[config.mk]
export PLATFORM = sky130hd
export DESIGN_NAME = connection_rewire_swap
export DESIGN_NICKNAME = d
export VERILOG_FILES = /design/src/hw/rtl/crs_pkg.sv /design/src/hw/rtl/crs_ram.sv /design/src/hw/rtl/connection_rewire_swap.sv
export SDC_FILE = /design/constraint.sdc
export NUM_CORES = 2
export LEC_CHECK = 0
export CAP_MARGIN = 20
export CORE_AREA = 3 3 455 457
export CTS_CLUSTER_DIAMETER = 150
export DETAILED_ROUTE_END_ITERATION = 16
export DIE_AREA = 0 0 458 460
export DONT_BUFFER_PORTS = 1
export PLACE_DENSITY = 0.69
export SLEW_MARGIN = 15
export SYNTH_ARGS = -nofsm -noshare
export SYNTH_HDL_FRONTEND = slang
export SYNTH_HIERARCHICAL = 1
export SYNTH_SLANG_ARGS = --single-unit
[constraint.sdc]
create_clock -name clock -period 8.55 [get_ports clock]
set_clock_uncertainty 0.05 [all_clocks]
set_input_delay 0.4275 -clock clock [delete_from_list [all_inputs] [get_ports clock]]
set_output_delay 0.4275 -clock clock [all_outputs]
set_load 0.02 [all_outputs]
[src/hw/rtl/crs_pkg.sv]
// crs_pkg: shared types and constants of the connection rewire swap engine
// no dependencies; imported by connection_rewire_swap
package crs_pkg;

   localparam int SCORE_W     = 32;
   localparam int LIMIT_W     = 7;
   localparam int THRESHOLD_W = 16;
   localparam int INDEX_W     = 6;
   localparam int CSR_ADDR_W  = 1;
   localparam int CSR_DATA_W  = 16;
   localparam int REQ_DATA_W  = 40;
   localparam int RSP_DATA_W  = 16;
   localparam int PROD_W      = SCORE_W + THRESHOLD_W + 1;

   localparam logic [CSR_ADDR_W-1:0] CSR_SWAP_LIMIT     = 1'd0;
   localparam logic [CSR_ADDR_W-1:0] CSR_SWAP_THRESHOLD = 1'd1;

   localparam logic [LIMIT_W-1:0]     LIMIT_RESET     = 7'd1;
   localparam logic [THRESHOLD_W-1:0] THRESHOLD_RESET = 16'd256;

   typedef enum logic [3:0] {
      ST_LOAD,
      ST_ROUND,
      ST_SCAN,
      ST_MUL,
      ST_CMP,
      ST_SWAP_ACT,
      ST_SWAP_SIL,
      ST_EMIT_RD,
      ST_EMIT_LD
   } state_type;

endpackage

[src/hw/rtl/crs_ram.sv]
// crs_ram: generic single write port, single read port ram with registered read
// no dependencies; used for the score and active-bit stores
module crs_ram #(
   parameter int WIDTH = 32,
   parameter int DEPTH = 64
) (
   input  logic                     clock,
   input  logic                     we,
   input  logic [$clog2(DEPTH)-1:0] waddr,
   input  logic [WIDTH-1:0]         wdata,
   input  logic [$clog2(DEPTH)-1:0] raddr,
   output logic [WIDTH-1:0]         rdata
);

   logic [WIDTH-1:0] mem_ff [DEPTH];
   logic [WIDTH-1:0] rdata_ff;

   always_ff @(posedge clock) begin
      if (we) begin
         mem_ff[waddr] <= wdata;
      end
      rdata_ff <= mem_ff[raddr];
   end

   assign rdata = rdata_ff;

endmodule

[src/hw/rtl/connection_rewire_swap.sv]
// connection_rewire_swap: top level of the rewire swap engine
// depends on crs_pkg and crs_ram (score store and active-bit store)
//
// Entries of a row are taken one per cycle and written to two on-chip rams.
// The item marked last starts the swap rounds, during which no item is taken.
// Each round spends a setup state, scans the n stored entries through the
// ram read port (one entry per cycle plus the read latency), then spends a
// state each on the multiply, the compare and the two bit writes. Results
// are then read back from the active-bit ram, each through a read state and
// a load state that waits for room in the output register, while the
// output register lets the next row start loading as soon as the last
// result of a row is held there.
module connection_rewire_swap
   import crs_pkg::*;
#(
   parameter int SOURCES = 64
) (
   input  logic                  clock,
   input  logic                  reset,
   // score [31:0], connected [32]
   input  logic [REQ_DATA_W-1:0] req_tdata,
   input  logic                  req_tlast,
   input  logic                  req_tvalid,
   output logic                  req_tready,
   // index [5:0], new_connected [6], swaps_done [13:7]
   output logic [RSP_DATA_W-1:0] rsp_tdata,
   output logic                  rsp_tlast,
   output logic                  rsp_tvalid,
   input  logic                  rsp_tready,
   input  logic                  csr_we,
   input  logic [CSR_ADDR_W-1:0] csr_addr,
   input  logic [CSR_DATA_W-1:0] csr_wdata
);

   localparam int AW = $clog2(SOURCES);
   localparam int CW = $clog2(SOURCES + 1);
   localparam logic [CW-1:0] SRC_CNT = CW'(SOURCES);

   state_type state_ff, state_in;

   logic [LIMIT_W-1:0]     limit_ff;
   logic [THRESHOLD_W-1:0] thr_ff;

   logic [CW-1:0] count_ff, count_in;
   logic [CW-1:0] n_ff, n_in;
   logic [CW-1:0] addr_ff, addr_in;
   logic          pend_ff, pend_in;
   logic [AW-1:0] pend_idx_ff, pend_idx_in;
   logic [LIMIT_W-1:0] swaps_ff, swaps_in;

   logic                      have_act_ff, have_act_in;
   logic                      have_sil_ff, have_sil_in;
   logic [AW-1:0]             act_id_ff, act_id_in;
   logic [AW-1:0]             sil_id_ff, sil_id_in;
   logic signed [SCORE_W-1:0] act_min_ff, act_min_in;
   logic signed [SCORE_W-1:0] sil_max_ff, sil_max_in;
   logic signed [PROD_W-1:0]  prod_ff, prod_in;
   logic signed [PROD_W-1:0]  lhs;

   logic                 rsp_valid_ff, rsp_valid_in;
   logic [INDEX_W-1:0]   rsp_idx_ff, rsp_idx_in;
   logic                 rsp_conn_ff, rsp_conn_in;
   logic [LIMIT_W-1:0]   rsp_swaps_ff, rsp_swaps_in;
   logic                 rsp_final_ff, rsp_final_in;

   logic                      score_we;
   logic                      act_we;
   logic [AW-1:0]             act_waddr;
   logic                      act_wdata;
   logic [SCORE_W-1:0]        score_rdata;
   logic                      act_rdata;
   logic signed [SCORE_W-1:0] rd_score;
   logic                      req_accept;
   logic                      room;

   crs_ram #(.WIDTH(SCORE_W), .DEPTH(SOURCES)) u_score_ram (
      .clock (clock),
      .we    (score_we),
      .waddr (count_ff[AW-1:0]),
      .wdata (req_tdata[SCORE_W-1:0]),
      .raddr (addr_ff[AW-1:0]),
      .rdata (score_rdata)
   );

   crs_ram #(.WIDTH(1), .DEPTH(SOURCES)) u_active_ram (
      .clock (clock),
      .we    (act_we),
      .waddr (act_waddr),
      .wdata (act_wdata),
      .raddr (addr_ff[AW-1:0]),
      .rdata (act_rdata)
   );

   assign rd_score   = $signed(score_rdata);
   assign req_tready = (state_ff == ST_LOAD);
   assign req_accept = req_tvalid && req_tready;
   assign room       = (count_ff < SRC_CNT);
   assign score_we   = req_accept && room;
   assign lhs        = {{(PROD_W-SCORE_W-8){sil_max_ff[SCORE_W-1]}}, sil_max_ff, 8'd0};

   assign rsp_tvalid = rsp_valid_ff;
   assign rsp_tlast  = rsp_final_ff;
   assign rsp_tdata  = {{(RSP_DATA_W-INDEX_W-1-LIMIT_W){1'b0}}, rsp_swaps_ff, rsp_conn_ff,
                        rsp_idx_ff};

   always_ff @(posedge clock) begin
      if (reset) begin
         limit_ff <= LIMIT_RESET;
         thr_ff   <= THRESHOLD_RESET;
      end else if (csr_we) begin
         case (csr_addr)
            CSR_SWAP_LIMIT:     limit_ff <= csr_wdata[LIMIT_W-1:0];
            CSR_SWAP_THRESHOLD: thr_ff   <= csr_wdata[THRESHOLD_W-1:0];
            default:            ;
         endcase
      end
   end

   always_ff @(posedge clock) begin
      if (reset) begin
         state_ff     <= ST_LOAD;
         count_ff     <= '0;
         pend_ff      <= 1'b0;
         rsp_valid_ff <= 1'b0;
      end else begin
         state_ff     <= state_in;
         count_ff     <= count_in;
         pend_ff      <= pend_in;
         rsp_valid_ff <= rsp_valid_in;
      end
   end

   always_ff @(posedge clock) begin
      n_ff         <= n_in;
      addr_ff      <= addr_in;
      pend_idx_ff  <= pend_idx_in;
      swaps_ff     <= swaps_in;
      have_act_ff  <= have_act_in;
      have_sil_ff  <= have_sil_in;
      act_id_ff    <= act_id_in;
      sil_id_ff    <= sil_id_in;
      act_min_ff   <= act_min_in;
      sil_max_ff   <= sil_max_in;
      prod_ff      <= prod_in;
      rsp_idx_ff   <= rsp_idx_in;
      rsp_conn_ff  <= rsp_conn_in;
      rsp_swaps_ff <= rsp_swaps_in;
      rsp_final_ff <= rsp_final_in;
   end

   always_comb begin
      state_in     = state_ff;
      count_in     = count_ff;
      n_in         = n_ff;
      addr_in      = addr_ff;
      pend_in      = 1'b0;
      pend_idx_in  = addr_ff[AW-1:0];
      swaps_in     = swaps_ff;
      have_act_in  = have_act_ff;
      have_sil_in  = have_sil_ff;
      act_id_in    = act_id_ff;
      sil_id_in    = sil_id_ff;
      act_min_in   = act_min_ff;
      sil_max_in   = sil_max_ff;
      prod_in      = prod_ff;
      rsp_valid_in = rsp_valid_ff && !rsp_tready;
      rsp_idx_in   = rsp_idx_ff;
      rsp_conn_in  = rsp_conn_ff;
      rsp_swaps_in = rsp_swaps_ff;
      rsp_final_in = rsp_final_ff;
      act_we       = 1'b0;
      act_waddr    = count_ff[AW-1:0];
      act_wdata    = req_tdata[SCORE_W];

      case (state_ff)
         ST_LOAD: begin
            if (req_accept) begin
               act_we = room;
               if (room) begin
                  count_in = count_ff + 1'b1;
               end
               if (req_tlast) begin
                  n_in     = room ? count_ff + 1'b1 : count_ff;
                  swaps_in = '0;
                  state_in = ST_ROUND;
               end
            end
         end
         ST_ROUND: begin
            addr_in     = '0;
            have_act_in = 1'b0;
            have_sil_in = 1'b0;
            state_in    = (swaps_ff == limit_ff) ? ST_EMIT_RD : ST_SCAN;
         end
         ST_SCAN: begin
            if (pend_ff) begin
               if (act_rdata) begin
                  if (!have_act_ff || rd_score < act_min_ff) begin
                     have_act_in = 1'b1;
                     act_id_in   = pend_idx_ff;
                     act_min_in  = rd_score;
                  end
               end else begin
                  if (!have_sil_ff || rd_score > sil_max_ff) begin
                     have_sil_in = 1'b1;
                     sil_id_in   = pend_idx_ff;
                     sil_max_in  = rd_score;
                  end
               end
            end
            if (addr_ff != n_ff) begin
               pend_in = 1'b1;
               addr_in = addr_ff + 1'b1;
            end else if (!pend_ff) begin
               state_in = ST_MUL;
            end
         end
         ST_MUL: begin
            prod_in = $signed({1'b0, thr_ff}) * act_min_ff;
            addr_in = '0;
            if (!have_act_ff || !have_sil_ff) begin
               state_in = ST_EMIT_RD;
            end else begin
               state_in = ST_CMP;
            end
         end
         ST_CMP: begin
            state_in = (lhs > prod_ff) ? ST_SWAP_ACT : ST_EMIT_RD;
         end
         ST_SWAP_ACT: begin
            act_we    = 1'b1;
            act_waddr = act_id_ff;
            act_wdata = 1'b0;
            state_in  = ST_SWAP_SIL;
         end
         ST_SWAP_SIL: begin
            act_we    = 1'b1;
            act_waddr = sil_id_ff;
            act_wdata = 1'b1;
            swaps_in  = swaps_ff + 1'b1;
            state_in  = ST_ROUND;
         end
         ST_EMIT_RD: begin
            state_in = ST_EMIT_LD;
         end
         ST_EMIT_LD: begin
            if (!rsp_valid_ff || rsp_tready) begin
               rsp_valid_in = 1'b1;
               rsp_idx_in   = INDEX_W'(addr_ff);
               rsp_conn_in  = act_rdata;
               rsp_swaps_in = swaps_ff;
               rsp_final_in = (addr_ff + 1'b1 == n_ff);
               addr_in      = addr_ff + 1'b1;
               if (addr_ff + 1'b1 == n_ff) begin
                  count_in = '0;
                  state_in = ST_LOAD;
               end else begin
                  state_in = ST_EMIT_RD;
               end
            end
         end
         default: begin
            state_in = ST_LOAD;
         end
      endcase
   end

endmodule
==> impl_metrics.toml <==
[outcome]
status = "complete, no violations"

[die]
die-width_um = 458
core_um2 = 204000
floorplan.die_area_um2 = 211000
floorplan.initialDensity_pct = 53.8
fp-row-count = 166
die_y_um = 460
floorplan.io_pins = 82

[cells_and_area]
multi_input_comb_area_um2 = 36300
syn2layout_area_growth_pct = 11.1
finalNetCount = 7398
n_fill_cell = 14847
drive_gt1_share_pct = 16.2
sequential_cell_area_um2 = 69800

[worst_setup_path]
critical_path.max_fanout = 22
critical_path_required_ps = 9110
start_kind = "flip-flop"
critical_path_arrival_ps = 7720
category_of_the_worst_setup_path_capture_point = "flip-flop"
timing.setup.critical_path_class = "reg2reg"

[drt]
detail-route-antenna-nets = 0
num_vias = 58091
drt-initial-drc-count = 6596
drt_drc_violations_left = 0
avgViaCountPerCell = 6.11
wl_per_cell_um = 28.0
wirelength_mm = 266
firstDrtPassIters = 6

[global_route]
antenna_found_initial = 14
grt_use_total_pct = 25.8
globalRouteOverflowTotal = 0
grt_max_degree = 115
grt_pass1_wl_mm = 399
number_of_global_route_vias_before_repair = 60876

[synthesis]
post_synthesis_cell_area_um2 = 110000
synth_edf_count = 2275
yosysSeqAreaShare_pct = 63.7
yosys-top-cells-area = "sky130_fd_sc_hd__edfxtp_1 (62%), sky130_fd_sc_hd__mux4_2 (11%), sky130_fd_sc_hd__fa_1 (8.9%)"
postSynthRegisterBits = 2350
synth_ff_type = "sky130_fd_sc_hd__edfxtp_1"
syn-instance-count = 6478
yosys_warnings = 6
synth.distinct_cells = 84
synth_top_area_share_pct = 62.3
yosys.area.top_type = "sky130_fd_sc_hd__edfxtp_1"
synthArstFlopShare_pct = 0
syn_area_per_cell_um2 = 16.9

[power]
ir_drop_uv = 315
p_total_mw = 33.6
power_leakage_nw = 42.9
cellPowerDensity_nw_per_um2 = 276

[sta]
max-slew-margin-rel_pct = 25.9
final.min_clock_period_ps = 7160
timing.final.hold_violations = 0
fin_crit_sh_pct = 83.8
final_slew_violations = 0
tightestPinTransition_ps = 1110
hold-worst-slack_ps = 100
achievable-frequency_mhz = 140
finalSetupViolations = 0
timing.setup.tns_ps = 0
grt_setup_unrepaired = "false"

[worst_hold_path]
worst_hold_path_type = "in2reg"

[run]
cap_violations = 0

[place]
gp_congestion = 0.839
io_buffers = 0
dp_hpwl_mm = 155

[cts]
cts_inserted_buffers = 222
post_cts_buffers = 0
ctsHtreeMaxLevel = 4
worst_skew_pair.late_latency_ps = 860
cts-root-to-sink-buffers = 3
cts_num_sinks = 2350
holdBufCountCts = 102
clockRootBuffer = "sky130_fd_sc_hd__clkbuf_16"
cts_tree = "done"
clk_transition_reported_paths_ps = 60
cts-resized-gates = 0
## flip-flops by register name (all words and copies together) (netlist names), 7 cells and up
signal and flops:
swaps_ff 7, rsp_swaps_ff 7, thr_ff 16, limit_ff 7, u_score_ram/rdata 32, n_ff 7, prod_ff 49, count_ff 7
u_active_ram/mem_ff 64, addr_ff 7, sil_max_ff 32, act_min_ff 32, u_score_ram/mem_ff 2048
## path summary, 6_finish.rpt
path | from | end | slack (ps) | cells after the start
max | thr_ff[9] | prod_ff[47] | 1390 | 20
min | csr_addr | thr_ff[2] | 100 | 3
max reg2reg | thr_ff[9] | prod_ff[47] | 1390 | 20
min reg2reg | pend_idx_ff[5] | act_id_ff[5] | 380 | 0
## cell families after synthesis
logic type	Yosys count	share of synthesized area, %
XOR/XNOR	82	0.655
adder cells (fa/ha/maj)	713	11.5
flip-flops	2350	63.7
AND/OR/NAND/NOR	1173	5.12
other	1	0.00342
multiplexers	657	12.4
AO/OA/AOI/OAI	494	2.95
buffers and inverters	1008	3.68
## cells in the mapped netlist (67+ instances only)
cell	instances
sky130_fd_sc_hd__edfxtp_1	2275
sky130_fd_sc_hd__inv_1	698
sky130_fd_sc_hd__mux4_2	554
sky130_fd_sc_hd__fa_1	489
sky130_fd_sc_hd__nand2_1	417
sky130_fd_sc_hd__nor2_1	268
sky130_fd_sc_hd__and2_1	246
sky130_fd_sc_hd__ha_1	224
sky130_fd_sc_hd__clkbuf_1	186
sky130_fd_sc_hd__a21oi_1	160
sky130_fd_sc_hd__mux2i_1	95
sky130_fd_sc_hd__o22ai_1	85
sky130_fd_sc_hd__dfxtp_1	75
sky130_fd_sc_hd__buf_2	67
## cells in the final DEF, fill, tap and decap left out, types with 10 or more instances in the layout
| master | count |
|---|---|
| sky130_fd_sc_hd__edfxtp_1 | 2275 |
| sky130_fd_sc_hd__inv_1 | 698 |
| sky130_fd_sc_hd__mux4_2 | 554 |
| sky130_fd_sc_hd__fa_1 | 489 |
| sky130_fd_sc_hd__nand2_1 | 417 |
| sky130_fd_sc_hd__and2_1 | 245 |
| sky130_fd_sc_hd__ha_1 | 224 |
| sky130_fd_sc_hd__clkbuf_16 | 223 |
| sky130_fd_sc_hd__nor2_1 | 204 |
| sky130_fd_sc_hd__a21oi_1 | 160 |
| sky130_fd_sc_hd__buf_4 | 115 |
| sky130_fd_sc_hd__mux2i_1 | 95 |
| sky130_fd_sc_hd__o22ai_1 | 85 |
| sky130_fd_sc_hd__dfxtp_1 | 74 |
| sky130_fd_sc_hd__dlygate4sd3_1 | 69 |
| sky130_fd_sc_hd__nor2_4 | 63 |
| sky130_fd_sc_hd__clkinv_1 | 58 |
| sky130_fd_sc_hd__a21o_1 | 55 |
| sky130_fd_sc_hd__xnor2_1 | 55 |
| sky130_fd_sc_hd__clkbuf_1 | 55 |
| sky130_fd_sc_hd__nand3_1 | 43 |
| sky130_fd_sc_hd__nand4_1 | 39 |
| sky130_fd_sc_hd__clkinv_2 | 39 |
| sky130_fd_sc_hd__nor2b_1 | 32 |
| sky130_fd_sc_hd__buf_16 | 30 |
| sky130_fd_sc_hd__o21ai_0 | 29 |
| sky130_fd_sc_hd__o221ai_1 | 28 |
| sky130_fd_sc_hd__xor2_1 | 27 |
| sky130_fd_sc_hd__nor3_1 | 25 |
| sky130_fd_sc_hd__nand2b_1 | 23 |
| sky130_fd_sc_hd__a22oi_1 | 20 |
| sky130_fd_sc_hd__and3_1 | 17 |
| sky130_fd_sc_hd__bufinv_16 | 16 |
| sky130_fd_sc_hd__o21a_1 | 15 |
| sky130_fd_sc_hd__buf_12 | 14 |
| sky130_fd_sc_hd__o21ai_1 | 11 |
| sky130_fd_sc_hd__nand3b_1 | 11 |
| sky130_fd_sc_hd__diode_2 | 10 |
| sky130_fd_sc_hd__o21bai_1 | 10 |
| sky130_fd_sc_hd__a31oi_1 | 10 |
## worst max-delay path, cell delays in order (launching register included)
cell	delay, ps
sky130_fd_sc_hd__dfxtp_1	990
sky130_fd_sc_hd__nand2_1	170
sky130_fd_sc_hd__fa_1	550
sky130_fd_sc_hd__inv_1	60
sky130_fd_sc_hd__fa_1	490
sky130_fd_sc_hd__fa_1	590
sky130_fd_sc_hd__fa_1	470
sky130_fd_sc_hd__fa_1	520
sky130_fd_sc_hd__inv_1	50
sky130_fd_sc_hd__fa_1	470
sky130_fd_sc_hd__inv_1	40
sky130_fd_sc_hd__ha_1	400
sky130_fd_sc_hd__nand4_1	230
sky130_fd_sc_hd__nor4_1	300
sky130_fd_sc_hd__o211ai_1	190
sky130_fd_sc_hd__and3_1	310
sky130_fd_sc_hd__o221ai_2	310
sky130_fd_sc_hd__a31oi_1	180
sky130_fd_sc_hd__o31ai_1	280
sky130_fd_sc_hd__a21oi_1	120
sky130_fd_sc_hd__xnor2_1	130
## per-layer routing
metal / vias up / GRT usage, % / share of wire, %
met5: - / 0 / 0.0049
met4: 2 / 7.04 / 2.6
met3: 392 / 3.93 / 8.1
met2: 2500 / 44.1 / 51
met1: 30846 / 35.0 / 39
li1: 24351 / - / -
## through the flow
stage	cell area [um2]	std cells	util [%]	setup slack [ps]
CTS	122000	9495	59.7	1380
global route	122000	9496	59.7	1020
floorplan	110000	6479	-	2390
finish	122000	9505	59.7	1390
global placement	113000	8983	55.5	1400
detailed placement	113000	8984	55.5	1390
## power by group
| group | switching (mW) | internal (mW) |
|---|---|---|
| Combinational | 6.25 | 4.48 |
| Sequential | 0.297 | 13.1 |
| Clock | 4.21 | 5.28 |
## final cells by class
| class | instances | area share [%] |
|---|---|---|
| Clock inverter | 130 | 0.967 |
| Tap cell | 2688 | 2.76 |
| Inverter | 698 | 2.15 |
| Multi-Input combinational cell | 3121 | 29.8 |
| Timing Repair Buffer | 229 | 2.19 |
| Clock buffer | 279 | 4.76 |
| Sequential cell | 2350 | 57.3 |
| Antenna cell | 10 | 0.0205 |
No activity file was read; power rests on OpenSTA's default activity.
